===== config.mk =====
export PLATFORM = sky130hd
export DESIGN_NAME = tvn_front
export DESIGN_NICKNAME = d
export VERILOG_FILES = /design/src/rtl/assert_macros.svh /design/src/rtl/tvn_pkg.sv /design/src/rtl/tvn_front.sv
export SDC_FILE = /design/constraint.sdc
export NUM_CORES = 1
export LEC_CHECK = 0
export BUFFER_PORTS_ARGS = -buffer_cell sky130_fd_sc_hd__buf_4
export CELL_PAD_IN_SITES_DETAIL_PLACEMENT = 1
export CELL_PAD_IN_SITES_GLOBAL_PLACEMENT = 2
export CORE_MARGIN = 5
export CORE_UTILIZATION = 30
export DETAILED_ROUTE_END_ITERATION = 10
export PLACE_DENSITY = 0.65
export SLEW_MARGIN = 5
export SYNTH_ARGS = -nofsm -noshare
export SYNTH_HDL_FRONTEND = slang
export SYNTH_SLANG_ARGS = --single-unit

===== constraint.sdc =====
create_clock -name clk -period 8.6 [get_ports clk]
set_clock_uncertainty 0.2 [all_clocks]
set_input_delay 1.29 -clock clk [delete_from_list [all_inputs] [get_ports clk]]
set_output_delay 1.29 -clock clk [all_outputs]
set_load 0.02 [all_outputs]

===== src/rtl/assert_macros.svh =====
// assertion macros shared by the turbulence noise rtl
`ifndef ASSERT_MACROS_SVH
`define ASSERT_MACROS_SVH

// same-cycle implication on the block clock, off during reset
`define TVN_ASSERT_IMP(lbl, ante, cons, msg) \
	lbl: assert property (@(posedge clk) disable iff (!arst_n) (ante) |-> (cons)) \
		else $error(msg);

// next-cycle implication on the block clock, off during reset
`define TVN_ASSERT_NXT(lbl, ante, cons, msg) \
	lbl: assert property (@(posedge clk) disable iff (!arst_n) (ante) |=> (cons)) \
		else $error(msg);

`endif


===== src/rtl/tvn_pkg.sv =====
// types, constants and codes for the turbulence noise block
package tvn_pkg;

	localparam int TABLE_SIDE_DEF  = 64;
	localparam int MAX_OCTAVES_DEF = 8;

	localparam int IDX_W    = 12;
	localparam int VAL_W    = 16;
	localparam int POS_W    = 24;
	localparam int OUT_W    = 24;
	localparam int TOP_W    = 3;
	localparam int GAIN_W   = 16;
	localparam int CFG_W    = 16;
	localparam int REG_W    = 1;
	localparam int ACC_W    = 24;
	localparam int WGT_W    = 31;
	localparam int SUM_W    = 47;
	localparam int SCALED_W = 40;

	localparam int QUEUE_DEPTH = 2;

	localparam logic [15:0]      ONE_Q15 = 16'h8000;
	localparam logic [OUT_W-1:0] OUT_MAX = 24'hFFFFFF;

	localparam logic ACT_QUERY = 1'b1;

	localparam logic [REG_W-1:0] REG_OCTAVE_TOP = 1'b0;
	localparam logic [REG_W-1:0] REG_GAIN       = 1'b1;

	typedef enum logic {
		CMD_WRITE,
		CMD_QUERY
	} tvn_cmd_kind_t;

	typedef enum logic [2:0] {
		ST_IDLE,
		ST_REDUCE,
		ST_READ,
		ST_DRAIN,
		ST_SCALE,
		ST_OUT
	} tvn_state_t;

	typedef struct packed {
		tvn_cmd_kind_t    kind;
		logic [IDX_W-1:0] index;
		logic [VAL_W-1:0] value;
		logic [POS_W-1:0] x;
		logic [POS_W-1:0] y;
	} tvn_cmd_t;

	typedef struct packed {
		logic pop;
		logic busy;
	} tvn_back_stat_t;

endpackage


===== src/rtl/tvn_front.sv =====
// input side: accepts items, drops out-of-range writes, queues commands
module tvn_front #(
	parameter int TABLE_SIDE = tvn_pkg::TABLE_SIDE_DEF
) (
	input  logic                         clk,
	input  logic                         arst_n,
	input  logic                         in_valid,
	output logic                         in_stall,
	input  logic                         action,
	input  logic [tvn_pkg::IDX_W-1:0]    table_index,
	input  logic [tvn_pkg::VAL_W-1:0]    table_value,
	input  logic [tvn_pkg::POS_W-1:0]    x_pos,
	input  logic [tvn_pkg::POS_W-1:0]    y_pos,
	output logic                         cmd_valid,
	output tvn_pkg::tvn_cmd_t            cmd,
	input  logic                         cmd_pop
);

	localparam int ENTRIES = TABLE_SIDE * TABLE_SIDE;
	localparam int PW      = $clog2(tvn_pkg::QUEUE_DEPTH);
	localparam int CW      = $clog2(tvn_pkg::QUEUE_DEPTH + 1);

	tvn_pkg::tvn_cmd_t queue_q [tvn_pkg::QUEUE_DEPTH];
	tvn_pkg::tvn_cmd_t new_cmd;
	logic [PW-1:0]     wr_ptr_q;
	logic [PW-1:0]     rd_ptr_q;
	logic [CW-1:0]     count_q;
	logic              accept;
	logic              in_range;
	logic              push;

	assign in_stall  = (count_q == CW'(tvn_pkg::QUEUE_DEPTH));
	assign accept    = in_valid && !in_stall;
	assign in_range  = (32'(table_index) < 32'(ENTRIES));
	assign push      = accept && ((action == tvn_pkg::ACT_QUERY) || in_range);
	assign cmd_valid = (count_q != '0);
	assign cmd       = queue_q[rd_ptr_q];

	always_comb begin
		new_cmd.kind  = (action == tvn_pkg::ACT_QUERY) ? tvn_pkg::CMD_QUERY : tvn_pkg::CMD_WRITE;
		new_cmd.index = table_index;
		new_cmd.value = table_value;
		new_cmd.x     = x_pos;
		new_cmd.y     = y_pos;
	end

	always_ff @(posedge clk) begin
		if (push) begin
			queue_q[wr_ptr_q] <= new_cmd;
		end
	end

	always_ff @(posedge clk or negedge arst_n) begin
		if (!arst_n) begin
			wr_ptr_q <= '0;
			rd_ptr_q <= '0;
			count_q  <= '0;
		end else begin
			if (push) begin
				wr_ptr_q <= (wr_ptr_q == PW'(tvn_pkg::QUEUE_DEPTH - 1)) ? '0 : wr_ptr_q + 1'b1;
			end
			if (cmd_pop) begin
				rd_ptr_q <= (rd_ptr_q == PW'(tvn_pkg::QUEUE_DEPTH - 1)) ? '0 : rd_ptr_q + 1'b1;
			end
			case ({push, cmd_pop})
				2'b10: count_q <= count_q + 1'b1;
				2'b01: count_q <= count_q - 1'b1;
				default: count_q <= count_q;
			endcase
		end
	end

endmodule


==> results.ini, run 1 <==
[yosys]
ys_seq_area_share_pct = 81.1
syn_nets = 339
ys_warn_count = 0
yosys.area.top_type = edfxtp_1
yosysTopAreaCellShare_pct = 79.4
synth_cells = 257
yosysUniqueCellTypes = 15
synth_area_leaders = edfxtp_1 (79%), mux2_2 (11%), mux2_4 (5.2%)
syn_area_per_cell_um2 = 22.7
syn-cell-area_um2 = 5830
synth-seq-cells = 158

[routing]
ant_nets = 0
routedWlPerCell_um = 16.6
drt_pass1_iterations = 5
drt_iter0_markers = 77
remaining_drc_errors = 0
viasPerCell = 4.09
vias = 2881
wl_um = 11700

[cts]
hold_buffers = 0
htreeDepth = 4
cts_buffers = 17
insertion_delay_ns = 0.41
cts_tree = done
numClockSinks = 158
path_clk_slew_ns = 0.06
cts_resized = 0
clock_tree.root_cell = clkbuf_16
cts_setup_buffers = 0
clk_path_buf_depth = 2

[cells_and_area]
final_nets = 509
layout_common_cells = buf_4 (160), edfxtp_1 (154), mux2_2 (57), mux2_4 (20), clkbuf_16 (17)
antennaDiodeCount = 0
fin_area_um2 = 7890
final_layout_size_suffix_gt1_share_pct = 60.7
final_common_cell = buf_4
nFillCells = 1922
area.growth.synth_to_final_pct = 35.3

[critical_path]
start_kind = flip-flop
max_stage_delay_ns = 1.21
cp_slowest_cell = dfrtp_4
rr_endpoint = queue_q[0][63]
cp.arrival_ns = 2.26
r2r-start = count_q[0]
critPathKind = flip-flop to output port
cp_num_cells = 2
crit_chain = mux2_2, buf_4
cp_max_fo = 78
path_delay_family = flip-flops
setup.worst_path.end_class = output port
cp.required_ns = 7.11
crit_buf_inv = 1
rr_worst_depth = 4
crit_start = rd_ptr_q
crit_end = cmd[63]
rrSetupSlack_ns = 5.78

[timing]
rsz0062_at_grt = no
whs_ns = 0.305
fmax_ghz = 0.267
fin_crit_sh_pct = 43.6
fin_tns_setup_ns = 0
hold_viol = 0
relSlewSlack_pct = 20.5
finalSetupViolCount = 0
worst_slew_pin_slew_ns = 1.19
min_period_ns = 3.75
slew_violations = 0

[power]
p_leak_nw = 2.96
vdd_drop_max_v = 0.000305
p_per_area_nw_per_um2 = 358

[run_status]
status = completed

[run]
drv_cap = 0

[placed_design]
post-dp-hpwl_um = 7760
port_buffers = 159
dpl_cell_area_um2 = 7310
place.gp.congestion = 0.687

[grt]
overflow = 0
grt_first_pass_wirelength_um = 17700
grt_max_degree = 79
grt_pass1_vias = 3228
grt_usage_pct = 10.5
antenna_found_initial = 0

[floorplan]
rows = 51
die_h_um = 149
pin_count = 160
initial_utilization_pct = 30.2
die_area_um2 = 22300
core_region_area_um2 = 19300
die_w_um = 149

[min_path]
min_delay_path_depth = 1
hp-class = flip-flop to flip-flop

==> worst min-delay path by stage <==
stage | from | slack [ns] | end
floorplan | count_q[1] | 0.26 | count_q[1]
global placement | count_q[1] | 0.27 | count_q[1]
detailed placement | count_q[1] | 0.29 | count_q[1]
CTS | count_q[1] | 0.31 | count_q[1]
global route | count_q[1] | 0.35 | count_q[1]
finish | count_q[1] | 0.31 | count_q[1]
==> Yosys cell counts <==
| library cell | count |
|---|---|
| xnor2_1 | 3 |
| xor2_1 | 2 |
| nand2_1 | 1 |
| nand2b_1 | 1 |
| nor2_1 | 2 |
| buf_6 | 4 |
| or2_2 | 1 |
| inv_1 | 1 |
| mux2_2 | 57 |
| dfrtp_1 | 4 |
| mux2_4 | 20 |
| edfxtp_1 | 154 |
| ha_1 | 1 |
| buf_2 | 5 |
| and3_1 | 1 |
==> cell type report <==
cell class | count | area (um^2) | area share [%]
clock buffers | 21 | 440 | 5.58
multi-input cells | 89 | 1040 | 13.2
well taps | 265 | 332 | 4.20
inverters | 1 | 3.75 | 0.0476
repair buffers | 160 | 1200 | 15.2
clock inverters | 11 | 140 | 1.78
flip-flops and latches | 158 | 4730 | 60.0
==> per-stage QoR <==
| stage | util (%) | power, mW | cells | setup slack, ns |
|---|---|---|---|---|
| 2_1_floorplan | - | 1.75 | 257 | 3.29 |
| 3_5_place_dp | 37.9 | 2.13 | 673 | 4.96 |
| 6_report | 40.9 | 2.83 | 705 | 4.85 |
| 3_3_place_gp | 37.9 | 2.11 | 673 | 5.02 |
| 5_1_grt | 40.9 | 2.96 | 705 | 4.71 |
| 4_1_cts | 40.9 | 2.88 | 705 | 4.75 |
==> cell families after synthesis <==
group                      count (synthesis)  share of synthesized area [%]
xor gates and xnor gates                   5                          0.752
buffers and inverters                     10                           1.27
and+or+nand+nor                            6                          0.516
DFF                                      158                           81.1
muxes                                     77                           16.2
adders and majority gates                  1                          0.215
==> layer usage <==
layer | vias up | wire length (um) | global-route usage (%)
li1 | 1354 | - | -
met1 | 1422 | 4790 | 12.2
met2 | 92 | 5970 | 17.4
met3 | 13 | 809 | 4.47
met4 | 0 | 140 | 3.98
met5 | - | 0 | 0
==> report_power, final <==
| part | internal (mW) | switching [mW] | total [mW] |
|---|---|---|---|
| Sequential | 1.06 | 0.121 | 1.18 |
| Combinational | 0.445 | 0.458 | 0.902 |
| Clock | 0.456 | 0.291 | 0.747 |
==> sequential cells by signal, indices dropped and copies added, names as in the netlist <==
register  cells
count_q       2
rd_ptr_q      1
queue_q     154
wr_ptr_q      1
No activity file was read; power rests on OpenSTA's default activity.
==> run 2, diff against run 1 <==
PLACE_DENSITY = 0.67   (was 0.65)
clock period = 3.3 ns   (was 8.6 ns; I/O delays follow)
==> results.ini, run 2 (synthesized netlist as in run 1, its figures left out) <==
[cts]
cts_tree = done
numClockSinks = 158  ; unchanged
path_clk_slew_ns = 0.07  ; about the same
clock_tree.root_cell = clkbuf_16
cts_buffers = 17  ; unchanged
clk_path_buf_depth = 2  ; unchanged
htreeDepth = 4  ; unchanged
insertion_delay_ns = 0.41  ; about the same
hold_buffers = 1  ; +1
cts_resized = 0  ; unchanged
cts_setup_buffers = 0  ; unchanged

[run_status]
status = completed

[floorplan]
die_h_um = 149  ; unchanged
die_area_um2 = 22300  ; unchanged
pin_count = 160  ; unchanged
core_region_area_um2 = 19300  ; unchanged
die_w_um = 149  ; unchanged
rows = 51  ; unchanged
initial_utilization_pct = 30.2  ; unchanged

[critical_path]
cp_slowest_cell = buf_4
cp_num_cells = 3  ; +1
crit_chain = buf_4, mux2_2, buf_4
setup.worst_path.end_class = output port
critPathKind = flip-flop to output port
rr_endpoint = queue_q[1][7]
max_stage_delay_ns = 0.46  ; -0.75 ns
r2r-start = count_q[0]
cp.arrival_ns = 1.91  ; -0.35 ns
rrSetupSlack_ns = 1.27  ; -4.51 ns
crit_end = cmd[12]
path_delay_family = buffers and inverters
crit_buf_inv = 2  ; +1
path_common_cell = buf_4
start_kind = flip-flop
cp_max_fo = 35  ; -55%
rr_worst_depth = 3  ; -1
crit_start = rd_ptr_q
cp.required_ns = 2.60  ; -4.51 ns

[timing]
slew_violations = 0  ; unchanged
whs_ns = 0.0609  ; -0.244 ns
fin_crit_sh_pct = 79.0
fmax_ghz = 0.383
hold_viol = 0  ; unchanged
finalSetupViolCount = 0  ; unchanged
fin_tns_setup_ns = 0  ; unchanged
worst_slew_pin_slew_ns = 0.618  ; -0.574 ns
relSlewSlack_pct = 58.8  ; +38 points
min_period_ns = 2.61
setup_ws_ns = 0.692  ; -4.16 ns
rsz0062_at_grt = no

[power]
p_total_mw = 7.36  ; +160%
vdd_drop_max_v = 0.000460  ; +51%
p_sw_mw = 2.36  ; +170%
p_int_mw = 5.01  ; +160%
p_per_area_nw_per_um2 = 926  ; +160%
p_leak_nw = 2.99  ; +1.2%
p_seq_share_pct = 38.9  ; -2.7 points
switching_share_pct = 32.0  ; +1.2 points
p_clk_share_pct = 25.7  ; -0.7 points
power.share.combinational_pct = 35.4  ; +3.5 points

[cells_and_area]
fin_area_um2 = 7960  ; +0.87%
layout_common_cells = buf_4 (162), edfxtp_1 (154), mux2_2 (57), mux2_4 (20), clkbuf_16 (17)
antennaDiodeCount = 0  ; unchanged
stdcell_count = 710  ; +0.71%
final_nets = 514  ; +0.98%
regMostFlops = queue_q
final_layout_size_suffix_gt1_share_pct = 62.2  ; +1.6 points
final_core_util_pct = 41.3  ; +0.36 points
final_common_cell = buf_4
largest_reg_flops = 154  ; unchanged
top_regs = queue_q (154), count_q (2)
area.growth.synth_to_final_pct = 36.5

[placed_design]
place.gp.congestion = 0.696  ; +1.3%
port_buffers = 159  ; unchanged
dp_worst_setup_slack_ns = 1.09  ; -3.88 ns
post-dp-hpwl_um = 8140  ; +4.9%
dpl_cell_area_um2 = 7360  ; +0.75%
dp_cells = 677  ; +0.59%

[grt]
grt_pass1_vias = 3324  ; +3.0%
grtUsageMet1_pct = 12.6  ; +0.40 points
grt_first_pass_wirelength_um = 18200  ; +2.7%
overflow = 0  ; unchanged
grtUsageMet3_pct = 4.41  ; -0.061 points
grt_max_degree = 44  ; -44%
antenna_found_initial = 0  ; unchanged
gr-max-usage-layer = met2
grt_usage_pct = 10.9  ; +0.38 points
grtUsageMet2_pct = 18.2  ; +0.77 points

[routing]
routedWlPerCell_um = 16.8  ; +0.96%
remaining_drc_errors = 0  ; unchanged
drt_iter0_markers = 86  ; +12%
wl_um = 11900  ; +1.7%
drt_pass1_iterations = 4  ; -1
viasPerCell = 4.14  ; +1.2%
ant_nets = 0  ; unchanged
vias = 2936  ; +1.9%

[run]
drv_cap = 0  ; unchanged

[min_path]
hp-class = primary input to flip-flop

## run 2: cell types whose count changed in the layout (fill, tap and decap cells not counted), sizes merged
cell	change
clkbuf	-4
inv	+3
buf	+4
dlygate4sd3	+1
bufinv	-2
clkinv	+3
## run 2: layout make-up
class	count	area, um^2
tap	265	332
multi-input combinational	89	1040
sequential	158	4730
fill	1920	11300
timing repair buffer	165	1270
inverter	1	3.75
clock buffer	17	425
clock inverter	15	159
## run 2: how the worst min path moves through the flow
stage	startpoint	to	slack [ns]	cells after the start
final	y_pos[17]	queue_q[0][17]	0.06	1
after global routing	y_pos[17]	queue_q[0][17]	0.03	1
after CTS	y_pos[17]	queue_q[0][17]	0.03	1
after detailed placement	arst_n	count_q[0]	0.10	1
after global placement	arst_n	count_q[1]	0.1	1
after floorplan	arst_n	count_q[0]	-0.0006	0
## run 2: power by group through the flow
stage,registers [mW],clock network (mW),logic [mW]
5_1_grt,2.90,2.07,2.80
2_1_floorplan,2.89,0,1.66
3_3_place_gp,2.89,0,2.66
6_report,2.86,1.89,2.61
4_1_cts,2.87,1.97,2.69
3_5_place_dp,2.91,0,2.67
## run 2: metal layers
metal  wire [um]  share of wire [%]
met2        6090                 51
met3         832                7.0
met5           0                  0
met4         193                1.6
met1        4790                 40
==> run 3, diff against run 2 <==
ABC_AREA = 1   (was default)
PLACE_DENSITY = 0.68   (was 0.67)
clock period = 2.66 ns   (was 3.3 ns; I/O delays follow)
==> results.ini, run 3 <==
[run_status]
status = completed

[critical_path]
critPathKind = flip-flop to output port
cp_slowest_cell = dfrtp_4
setup.worst_path.end_class = output port
start_kind = flip-flop
crit_chain = buf_12, nand2_1, o21ai_2, buf_4
max_stage_delay_ns = 0.58  ; +0.12 ns
cp_max_fo = 53  ; +51%
cp.arrival_ns = 1.73  ; -0.18 ns
cp.required_ns = 2.06  ; -0.54 ns

[routing]
drt_iter0_markers = 134  ; +56%
ant_nets = 0  ; unchanged
drt_pass1_iterations = 4  ; unchanged
vias = 4022  ; +37%
viasPerCell = 4.17  ; +0.89%
routedWlPerCell_um = 14.3  ; -15%
wl_um = 13800  ; +16%
remaining_drc_errors = 0  ; unchanged

[timing]
fmax_ghz = 0.429
worst_slew_pin_slew_ns = 0.613  ; -0.00511 ns
min_period_ns = 2.33
slew_violations = 0  ; unchanged
relSlewSlack_pct = 59.1  ; +0.34 points
fin_crit_sh_pct = 87.7
finalSetupViolCount = 0  ; unchanged
fin_tns_setup_ns = 0  ; unchanged
hold_viol = 0  ; unchanged
rsz0062_at_grt = no

[cts]
clock_tree.root_cell = clkbuf_16
insertion_delay_ns = 0.41  ; about the same
clk_path_buf_depth = 2  ; unchanged
numClockSinks = 158  ; unchanged
path_clk_slew_ns = 0.06  ; about the same
cts_setup_buffers = 0  ; unchanged
cts_tree = done
htreeDepth = 4  ; unchanged
cts_buffers = 17  ; unchanged

[yosys]
synth_area_leaders = edfxtp_1 (74%), o21ai_2 (11%), inv_1 (5.0%)
synth-seq-cells = 158  ; unchanged
yosysUniqueCellTypes = 15  ; unchanged
async_flop_share_pct = 2.53  ; unchanged
ys_warn_count = 0  ; unchanged
post-synth-top-count-cell = edfxtp_1
yosys.area.top_type = edfxtp_1
syn_nets = 511  ; +51%
synth_cells = 429  ; +67%
synthTopCellsByCount = edfxtp_1 (154), inv_1 (84), nand2_1 (84)
ys.flop_type = edfxtp_1
ys_seq_area_share_pct = 75.1  ; -6.0 points
yosysTopAreaCellShare_pct = 73.5  ; -5.8 points
synth_edf_count = 154  ; unchanged
syn_area_per_cell_um2 = 14.7  ; -35%
syn-cell-area_um2 = 6290  ; +7.9%

[cells_and_area]
final_layout_size_suffix_gt1_share_pct = 40.1  ; -22 points
layout_common_cells = buf_4 (162), edfxtp_1 (154), nand2_1 (84), inv_1 (83), dlygate4sd3_1 (79)
top_regs = queue_q (154), count_q (2)
nFillCells = 2188  ; +14%
final_nets = 758  ; +47%
fin_area_um2 = 9100  ; +14%
antennaDiodeCount = 0  ; unchanged
largest_reg_flops = 154  ; unchanged
final_core_util_pct = 43.7  ; +2.4 points
regMostFlops = queue_q
final_common_cell = buf_4
area.growth.synth_to_final_pct = 44.7

[grt]
grt_pass1_vias = 4355  ; +31%
grt_max_degree = 55  ; +25%
grt_usage_pct = 11.8  ; +0.87 points
overflow = 0  ; unchanged
antenna_found_initial = 0  ; unchanged
grt_first_pass_wirelength_um = 22000  ; +21%

[floorplan]
pin_count = 160  ; unchanged
die_area_um2 = 24000  ; +7.4%
core_region_area_um2 = 20800  ; +8.1%
rows = 53  ; +3.9%
die_h_um = 155  ; +3.6%
initial_utilization_pct = 30.2  ; -0.036 points
die_w_um = 155  ; +3.6%

[power]
p_seq_share_pct = 36.3  ; -2.6 points
p_int_mw = 6.22  ; +24%
p_sw_mw = 3.64  ; +54%
power.share.combinational_pct = 40.1  ; +4.7 points
switching_share_pct = 36.9  ; +4.9 points
p_per_area_nw_per_um2 = 1080  ; +17%
p_clk_share_pct = 23.6  ; -2.1 points
p_total_mw = 9.86  ; +34%
p_leak_nw = 3.76  ; +26%
vdd_drop_max_v = 0.000510  ; +11%

[placed_design]
port_buffers = 159  ; unchanged
dpl_cell_area_um2 = 7750  ; +5.2%
post-dp-hpwl_um = 9100  ; +12%
place.gp.congestion = 0.667  ; -4.2%

[run]
drv_cap = 0  ; unchanged

[min_path]
hp-class = primary input to asynchronous set/reset pin

[run 3: cell count changes after synthesis, sizes merged, moves of 6 or more]
cell,change
mux2,-77
inv,+83
buf,+6
o21ai,+78
nand2,+83
[run 3: power groups by stage]
| stage | combinational [mW] | clock, mW | sequential [mW] |
|---|---|---|---|
| after floorplan | 2.61 | 0 | 3.56 |
| after global placement | 3.89 | 0 | 3.61 |
| after detailed placement | 3.96 | 0 | 3.64 |
| after CTS | 4.07 | 2.41 | 3.59 |
| after global routing | 4.32 | 2.52 | 3.63 |
| final | 3.96 | 2.32 | 3.58 |
[run 3: final cells by class]
| class | count | area, um^2 | area share, % |
|---|---|---|---|
| clock inverter | 14 | 134 | 1.47 |
| multi-input combinational | 170 | 1060 | 11.6 |
| tap | 275 | 344 | 3.78 |
| timing repair buffer | 245 | 2090 | 22.9 |
| clock buffer | 18 | 429 | 4.72 |
| inverter | 84 | 319 | 3.51 |
| sequential | 158 | 4730 | 52.0 |
[run 3: logic make-up (layout without fill, tap and decap cells)]
kind of cell	after synthesis	after routing	share of synthesized area (%)
and+or+nand+nor	89	89	5.39
xor gates and xnor gates	2	2	0.279
buffers and inverters	101	361	8.20
DFF	158	158	75.1
AOI/OAI and AO/OA	78	78	10.8
adders and majority gates	1	1	0.199
[run 3: repair_timing]
action                                 CTS  global route
endpoints found under the hold margin  159             0
gates resized for setup                  0             0
hold buffers                            79             0
[run 3: through the flow]
stage | worst slack, ns | hold WS (ns) | instances
finish | 0.327 | 0.120 | 964
global route | 0.197 | 0.107 | 964
CTS | 0.280 | 0.105 | 964
detailed placement | 0.704 | 0.00348 | 853
global placement | 0.767 | 0.00402 | 853
floorplan | 0.0824 | -0.0966 | 429
[run 3: final timing paths]
| path | start | to | slack [ns] | depth (start not counted) |
|---|---|---|---|---|
| setup reg to reg | count_q[1] | queue_q[0][16] | 0.73 | 6 |
| setup / recovery | rd_ptr_q | cmd[63] | 0.33 | 4 |
| min in group clk | in_valid | wr_ptr_q | 0.13 | 3 |
| hold reg to reg | wr_ptr_q | wr_ptr_q | 0.30 | 2 |
| hold / removal | arst_n | count_q[1] | 0.12 | 2 |
| max in group asynchronous | arst_n | rd_ptr_q | 2.02 | 2 |
[run 3: worst max-delay path, delay by kind of cell, from the launching register on]
family	cells	cell delay, ns
AO/OA/AOI/OAI	1	0.10
buffers and inverters	2	0.46
AND/OR/NAND/NOR	1	0.11
flip-flops	1	0.58
[run 3: per-layer routing]
| layer | wire length (um) | vias up | track usage, % |
|---|---|---|---|
| li1 | - | 1969 | - |
| met1 | 5630 | 1933 | 13.9 |
| met2 | 7140 | 108 | 20.4 |
| met3 | 865 | 12 | 4.09 |
| met4 | 133 | 0 | 3.32 |
| met5 | 0 | - | 0 |
